===== src/sv/prq_pkg.sv =====
// Shared types and constants for the priority ready queue.
`default_nettype none
package prq_pkg;

    localparam int KIND_W   = 3;
    localparam int TASK_W   = 6;
    localparam int PRIO_W   = 7;
    localparam int STATUS_W = 2;

    typedef enum logic [KIND_W-1:0] {
        KIND_ENQUEUE = 3'd0,
        KIND_DEQUEUE = 3'd1,
        KIND_PEEK    = 3'd2,
        KIND_REMOVE  = 3'd3,
        KIND_MOVE    = 3'd4,
        KIND_CLEAR   = 3'd5
    } t_kind;

    typedef enum logic [STATUS_W-1:0] {
        ST_OK      = 2'd0,
        ST_REFUSED = 2'd1,
        ST_EMPTY   = 2'd2
    } t_status;

    typedef enum logic [3:0] {
        S_IDLE,
        S_DECODE,
        S_TOP_SCAN,
        S_TOP_READ,
        S_TOP_TAKE,
        S_DROP_READ,
        S_DROP_WRITE,
        S_ADD_READ,
        S_ADD_WRITE,
        S_DONE
    } t_state;

    typedef struct packed {
        logic load;
        logic wipe;
        logic refuse;
        logic top_scan;
        logic head_read;
        logic top_take;
        logic drop_read;
        logic drop_write;
        logic add_read;
        logic add_write;
        logic out_load;
    } t_cmd;

    typedef struct packed {
        logic is_enq;
        logic is_deq;
        logic is_peek;
        logic is_rem;
        logic is_move;
        logic is_clear;
        logic tvalid;
        logic queued;
        logic same;
        logic grp_any;
        logic out_free;
    } t_sts;

endpackage
`default_nettype wire


===== src/sv/prq_ctrl.sv =====
// Sequencer that steps the queue datapath through each request.
`default_nettype none
module prq_ctrl import prq_pkg::*; (
    input  wire logic i_clk,
    input  wire logic i_rst_n,
    input  wire logic i_req_valid,
    input  wire t_sts i_sts,
    output t_cmd      o_cmd,
    output logic      o_req_ready
);

    t_state r_state;
    t_state n_state;

    always_ff @(posedge i_clk) begin
        if (!i_rst_n) begin
            r_state <= S_IDLE;
        end else begin
            r_state <= n_state;
        end
    end

    always_comb begin
        n_state = r_state;
        unique case (r_state)
            S_IDLE: begin
                if (i_req_valid) n_state = S_DECODE;
            end
            S_DECODE: begin
                priority if (i_sts.is_enq) begin
                    n_state = (i_sts.tvalid && !i_sts.queued) ? S_ADD_READ : S_DONE;
                end else if (i_sts.is_deq || i_sts.is_peek) begin
                    n_state = S_TOP_SCAN;
                end else if (i_sts.is_rem) begin
                    n_state = (i_sts.tvalid && i_sts.queued) ? S_DROP_READ : S_DONE;
                end else if (i_sts.is_move && i_sts.tvalid && !i_sts.same) begin
                    n_state = i_sts.queued ? S_DROP_READ : S_ADD_READ;
                end else begin
                    n_state = S_DONE;
                end
            end
            S_TOP_SCAN:   n_state = S_TOP_READ;
            S_TOP_READ:   n_state = i_sts.grp_any ? S_TOP_TAKE : S_DONE;
            S_TOP_TAKE:   n_state = i_sts.is_deq ? S_DROP_READ : S_DONE;
            S_DROP_READ:  n_state = S_DROP_WRITE;
            S_DROP_WRITE: n_state = i_sts.is_move ? S_ADD_READ : S_DONE;
            S_ADD_READ:   n_state = S_ADD_WRITE;
            S_ADD_WRITE:  n_state = S_DONE;
            S_DONE: begin
                if (i_sts.out_free) n_state = S_IDLE;
            end
            default:      n_state = S_IDLE;
        endcase
    end

    always_comb begin
        o_cmd       = '0;
        o_req_ready = 1'b0;
        unique case (r_state)
            S_IDLE: begin
                o_req_ready = 1'b1;
                o_cmd.load  = i_req_valid;
            end
            S_DECODE: begin
                o_cmd.refuse = i_sts.is_enq && i_sts.tvalid && i_sts.queued;
                o_cmd.wipe   = i_sts.is_clear;
            end
            S_TOP_SCAN:   o_cmd.top_scan   = 1'b1;
            S_TOP_READ:   o_cmd.head_read  = 1'b1;
            S_TOP_TAKE:   o_cmd.top_take   = 1'b1;
            S_DROP_READ:  o_cmd.drop_read  = 1'b1;
            S_DROP_WRITE: o_cmd.drop_write = 1'b1;
            S_ADD_READ:   o_cmd.add_read   = 1'b1;
            S_ADD_WRITE:  o_cmd.add_write  = 1'b1;
            S_DONE:       o_cmd.out_load   = i_sts.out_free;
            default:      o_cmd = '0;
        endcase
    end

endmodule
`default_nettype wire


===== config.mk =====
export PLATFORM = sky130hd
export DESIGN_NAME = prq_ctrl
export DESIGN_NICKNAME = d
export VERILOG_FILES = /design/src/sv/prq_pkg.sv /design/src/sv/prq_ctrl.sv
export SDC_FILE = /design/constraint.sdc
export NUM_CORES = 1
export LEC_CHECK = 0
export ABC_AREA = 1
export BUFFER_PORTS_ARGS = -buffer_cell sky130_fd_sc_hd__clkbuf_2
export CAP_MARGIN = 20
export CORE_MARGIN = 10
export CORE_UTILIZATION = 25
export DETAILED_ROUTE_END_ITERATION = 6
export PLACE_DENSITY_LB_ADDON = 0.25
export SYNTH_ARGS = -nofsm -noshare
export SYNTH_HDL_FRONTEND = slang
export SYNTH_SLANG_ARGS = --single-unit

===== constraint.sdc =====
create_clock -name i_clk -period 2.7 [get_ports i_clk]
set_clock_uncertainty 0.2 [all_clocks]
set_input_delay 0.675 -clock i_clk [delete_from_list [all_inputs] [get_ports i_clk]]
set_output_delay 0.675 -clock i_clk [all_outputs]
set_load 0.01 [all_outputs]

# After elaboration in Yosys (flattened, before gate mapping)
# Cells that the tools add are included.
dict set report word_totals {
  ff_bits 4
  inputBits 14
  out_inout_bits 12
  wordCells 47
}
dict set report classes {
  eq_ne 11
  mux 24
  n_reduce_logical 11
}
# operator n
set ops {}
lappend ops {{4-bit 2-to-1 mux} 11}
lappend ops {{4-bit case mux with 10 select lines} 1}
lappend ops {{4-bit by 3-bit equality test with 1-bit output, second input constant} 4}
lappend ops {{1-bit 2-to-1 mux} 10}
lappend ops {{4-bit by 2-bit equality test with 1-bit output, second input constant} 2}
lappend ops {{4-bit equality test, second input constant} 2}
lappend ops {{1-bit logical AND} 6}
lappend ops {{4-bit by 1-bit equality test with 1-bit output, second input constant} 1}
lappend ops {{4-bit zero test} 1}
lappend ops {{2-bit 2-to-1 mux} 2}
lappend ops {{2-bit != test, second input constant} 2}
lappend ops {{1-bit zero test} 2}
lappend ops {{2-bit AND reduction} 1}
lappend ops {{1-bit logical OR} 1}

# Logic depth before layout (Yosys ltp)
# Gate-level depths: netlist of the first run.
dict set report logic_depth {
  ltp_word 7
  mapped_depth 9
  depth_no_buf 9
}

# Worst setup path after synthesis of the first run
# No wires, ideal clock.
dict set report synth_path {
  path_type {input to output}
  start {input port i_sts[0] (netlist name)}
  end {output port o_cmd[0] (netlist name)}
  arrival_time_ps 1122
  required_ps 1825
  path_slack_ps 703
  stages 2
  n_path_buf 0
  cell_sequence {inv_1 nor4_1}
}
# element line_no
set synth_rtl {}
lappend synth_rtl {{start: declaration} prq_ctrl.sv:7} ;# input wire t_sts i_sts,
lappend synth_rtl {{end: declaration} prq_ctrl.sv:8} ;# output t_cmd o_cmd,

==> out/results.ini, run 1 <==
[logic_synthesis]
avgSynthCellArea_um2 = 5.26
synth_mux_area_share_pct = 0
yosysSeqAreaShare_pct = 16.5
yosysUniqueCellTypes = 17
synth_commonest_cells = 23 x nand2_1, 20 x inv_1, 14 x nor2_1
synth_top_family_by_area = simple AND/OR/NAND/NOR gates
ys_ff_latch = 4
syn-instance-count = 92
synth_top_cell_area_share_pct = 17.8
synthAdderAreaFrac_pct = 0
yosys.area.top_type = nand2_1
synth_compound_area_share_pct = 6.20
synth-async-reset-ratio_pct = 0
yosysMostFrequentCell = nand2_1
synth_area_um2 = 484
syn_nets = 106
synth_xor_area_share_pct = 0
synth_ff_type = dfxtp_1
yosys_warnings = 0
synth_edf_count = 0
ys_top_cells_by_area = nand2_1 18%, dfxtp_1 17%, inv_1 16%
synth_simple_gate_area_share_pct = 60.2

[place]
gp_congestion = 0.858
dpl.cell_count = 142
dp_hpwl_mm = 1.28
numPortBuffers = 25
postPlaceCellArea_um2 = 641
dp_slack_ns = 0.627

[floorplanning]
die_w_um = 64.0
core_um2 = 1780
die_area_um2 = 4100
die_h_um = 64.0
start_util_pct = 27.2
rows = 15
io_pins = 26

[layout]
multiInputGateArea_um2 = 322
largest_reg_flops = 4
post-route-util_pct = 37.2
fin_area_um2 = 663
num_antenna_cells = 0
regMostFlops = r_state
area_growth_pct = 37.0
fillerInstances = 214
regArea_um2 = 80.1
drive_gt1_share_pct = 31.7
nets = 136
finalNonFillerCells = 145
largestRegisters = r_state (4)

[timing]
final-hold-violation-count = 0
max_freq_mhz = 465
worst_slew_pin_slew_ns = 0.333
max-slew-margin-rel_pct = 77.8
period_needed_ns = 2.15
fin_ws_ns = 0.548
setup_viol = 0
fin_crit_sh_pct = 79.7
slew_violations = 0
fin_setup_tns_ns = 0
rsz0062_at_grt = no

[detailed_routing]
dr.pass1.iters = 4
vias = 603
viasPerCell = 4.16
drt_iter0_markers = 16
drt_wl_total_mm = 1.40
route.detailed.drc = 0
wl_per_cell_um = 9.68
ant_nets = 0

[clock_tree]
clockBufferDepth = 2
path_clk_slew_ns = 0.04
cts_tree = done
cts.sinks = 4
cts_setup_buffers = 0
cts.repair.resized = 0
htree_num_levels = 1
cts_buffers = 3
clock_latency_ns = 0.24
cts-hold-fix-buffers = 0
cts_root_buf = clkbuf_4

[pwr]
power_per_cell_area_nw_per_um2 = 540
power.static_leakage_uw = 0.000424
peakVddDrop_mv = 0.163

[global_routing]
grt.overflow.total = 0
grt_pass1_wl_mm = 2.32
grt_max_degree = 8
grt_antenna_before_repair = 0
grt_pass1_vias = 602
grtUsageTotal_pct = 6.71

[worst_setup_path]
crit_fanout = 7
crit_arrival_ns = 1.28
cp_data_required_time_ns = 1.82
critPathLaunchType = flop
criticalPathCategory = reg2out
end_kind = output port

[min_path]
hp-class = reg2reg

[run_status]
status = complete, no violations

[job]
drv_cap = 0

-- cells by family after synthesis --
family / count (synthesis)
and+or+nand+nor: 60
buffers and inverters: 22
DFF: 4
AOI/OAI and AO/OA: 6
-- metrics by stage --
step                      total power (uW)  hold WS (ns)
after global placement                 287         0.471
after floorplan                        228         0.415
after global routing                   396         0.490
after CTS                              366         0.474
after detailed placement               288         0.468
final                                  358         0.469
-- per-layer routing --
layer  vias up  GRT usage (%)  share of wire [%]
met3         0           2.44                7.3
met1       249           7.03                 44
met4         0           4.10                  0
li1        339              -                  -
met2        15           11.2                 49
met5         -              0                  0
-- path summary, 6_finish.rpt --
| kind | end | startpoint | slack [ns] | cells after the start |
|---|---|---|---|---|
| worst max-delay path | o_cmd[8] | r_state[0]$_SDFFE_PN0P_ | 0.55 | 5 |
| worst max register to register | r_state[2]$_SDFFE_PN0P_ | r_state[0]$_SDFFE_PN0P_ | 1.26 | 6 |
| worst min-delay path | r_state[3]$_SDFFE_PN0P_ | r_state[3]$_SDFFE_PN0P_ | 0.47 | 4 |
| worst min register to register | r_state[3]$_SDFFE_PN0P_ | r_state[3]$_SDFFE_PN0P_ | 0.47 | 4 |
-- worst max-delay path, stage by stage (launching register included) --
cell	delay, ns
dfxtp_1	0.51
nand2_4	0.10
nor2_4	0.14
inv_1	0.06
nor2_1	0.08
clkbuf_2	0.14
-- cells in the final DEF (no fill, tap or decap) --
master and count:
nor3_1 3, inv_2 2, and2_4 1, clkbuf_4 3
a21oi_1 3, nand2_1 23, o21ai_0 3, nor2_2 2
nor3_2 1, nand2_4 1, inv_1 20, nand3_1 10
nand3_2 1, dfxtp_1 4, clkbuf_2 25, nor2_1 14
nand4_1 1, nor2_4 2, nor4_1 1
-- cell type report --
type,count,share of cell area [%]
Clock buffer,3,3.40
Inverter,22,12.5
Multi-Input combinational cell,66,48.5
Sequential cell,4,12.1
Tap cell,25,4.72
Timing Repair Buffer,25,18.9
-- where the power goes --
group | internal, uW | leakage, uW | switching (uW)
registers | 70.9 | 0.0000328 | 17.6
logic | 73.8 | 0.000378 | 122
clock network | 49.7 | 0.0000138 | 24.5
(Power assumes the default switching activity.)
==> run 2, diff against run 1 <==
==> constraint.sdc (replaced) <==
create_clock -name i_clk -period 2 [get_ports i_clk]
set_clock_uncertainty 0.2 [all_clocks]
set_input_delay 0.5 -clock i_clk [delete_from_list [all_inputs] [get_ports i_clk]]
set_output_delay 0.5 -clock i_clk [all_outputs]
set_load 0.01 [all_outputs]
==> run 2 against run 1 <==
  * Register-to-register slack worse by 0.74 ns
  * Setup slack worse by 0.45 ns
  * Sequential share of layout area is 0.10 points higher
  * Global-route usage rose by 0.56 points
  * Highest routed layer is now met4
==> out/results.ini, run 2 (synthesis results as in run 1) <==
[detailed_routing]
wl_per_cell_um = 10.1
route.detailed.drc = 0
dr.pass1.iters = 4
drt_wl_total_mm = 1.48
ant_nets = 0
drt-met1-wl_um = 682
wl_met2_um = 691
drt_iter0_markers = 22
viasPerCell = 4.22
wl_met3_um = 83
top_layer_used = met4
vias = 616

[worst_setup_path]
end_kind = output port
critPathLaunchType = flop
r2r-start = r_state[3]$_SDFFE_PN0P_
r2r_slack_ns = 0.52
crit_fanout = 7
criticalPathCategory = reg2out
reg2regPathDepth = 9
cp_data_required_time_ns = 1.30
cp_slowest_cell = dfxtp_2
reg2reg_to = r_state[3]$_SDFFE_PN0P_
cpPeakStageDelay_ns = 0.36
crit_chain = nor2_2 > inv_2 > nor3_1 > clkbuf_2
crit_arrival_ns = 1.20

[pwr]
peakVddDrop_mv = 0.242
p_total_uw = 502
power.static_leakage_uw = 0.000430
power_per_cell_area_nw_per_um2 = 740

[floorplanning]
rows = 15
die_area_um2 = 4100
start_util_pct = 27.2
io_pins = 26
die_w_um = 64.0
die_h_um = 64.0
core_um2 = 1780

[timing]
rsz0062_at_grt = yes
setup_viol = 0
worst_slew_pin_slew_ns = 0.260
holdWs_ns = 0.326
max_freq_mhz = 526
period_needed_ns = 1.90
slew_violations = 0
final-hold-violation-count = 0
fin_ws_ns = 0.0982
max-slew-margin-rel_pct = 82.5
fin_crit_sh_pct = 95.1

[run_status]
status = complete, no violations

[clock_tree]
htree_num_levels = 1
cts_root_buf = clkbuf_4
path_clk_slew_ns = 0.04
clock_latency_ns = 0.24
cts_buffers = 3
cts.sinks = 4
cts-hold-fix-buffers = 0
clockBufferDepth = 2
cts_tree = done

[min_path]
min_from = i_rst_n
hp-class = in2reg
min_to = r_state[3]$_SDFFE_PN0P_
holdPathStages = 3

[layout]
post-route-util_pct = 38.0
fillerInstances = 223
final_cell_mix = 24 x clkbuf_2, 23 x nand2_1, 18 x inv_1
drive_gt1_share_pct = 35.5
num_antenna_cells = 0
nets = 137
area_growth_pct = 40.1
largestRegisters = r_state (4)
largest_reg_flops = 4
final_common_cell = clkbuf_2
regMostFlops = r_state

[place]
gp_congestion = 0.814
dp_slack_ns = 0.260
dp_hpwl_mm = 1.30
numPortBuffers = 25

[global_routing]
grt.overflow.total = 0
grtUsageTotal_pct = 7.27
grt_pass1_wl_mm = 2.48
grt_pass1_vias = 590
grt_antenna_before_repair = 0
grt_max_degree = 8

[job]
drv_cap = 0

-- run 2: changes by cell type in the layout (fill, tap and decap cells not counted) --
cell and change:
buf_2 +1, buf_4 +1, clkbuf_2 -1, dfxtp_1 -2
dfxtp_2 +2, inv_1 -2, inv_2 +2, nor2_2 -1
nor2_4 +1
-- run 2: where the power goes --
group          switching [uW]  total (uW)  internal [uW]
logic                     171         278            107
registers                25.5         123           97.7
clock network            33.7         101           67.1
total                     230         502            272
-- run 2: final cells by class --
| class | count | area [um^2] | area share, % |
|---|---|---|---|
| Clock buffer | 3 | 22.5 | 3.32 |
| Inverter | 22 | 82.6 | 12.2 |
| Multi-Input combinational cell | 66 | 327 | 48.2 |
| Sequential cell | 4 | 82.6 | 12.2 |
| Tap cell | 25 | 31.3 | 4.61 |
| Timing Repair Buffer | 26 | 133 | 19.6 |
-- run 2: per-layer routing --
metal,GRT usage [%],up-vias
met5,0,-
met4,4.10,0
met3,2.61,2
met2,11.8,19
met1,8.00,254
li1,-,341
-- run 2: worst max-delay path by stage --
| stage | startpoint | to | cells after the start |
|---|---|---|---|
| floorplan | i_sts[0] | o_cmd[0] | 2 |
| global placement | i_sts[0] | o_cmd[0] | 4 |
| detailed placement | i_sts[0] | o_cmd[0] | 4 |
| CTS | r_state[0]$_SDFFE_PN0P_ | o_cmd[9] | 5 |
| global route | r_state[3]$_SDFFE_PN0P_ | o_cmd[2] | 6 |
| finish | r_state[0]$_SDFFE_PN0P_ | o_cmd[10] | 4 |
-- run 2: critical path: cells and delay by family, from the launching register on --
family | cells | cell delay, ns
buffers and inverters | 2 | 0.25
flip-flops | 1 | 0.36
AND/OR/NAND/NOR | 2 | 0.36
-- run 2: repair_timing --
action	CTS	global route
setup buffers	0	1
setup endpoints to repair	0	6
gates resized for setup	0	6
-- run 2: metrics by stage --
step / instance area, um^2 / TNS, ns / std cells
floorplan: 484 / 0 / 92
global placement: 641 / 0 / 142
detailed placement: 641 / 0 / 142
CTS: 663 / 0 / 145
global route: 678 / -0.00220 / 146
finish: 678 / 0 / 146
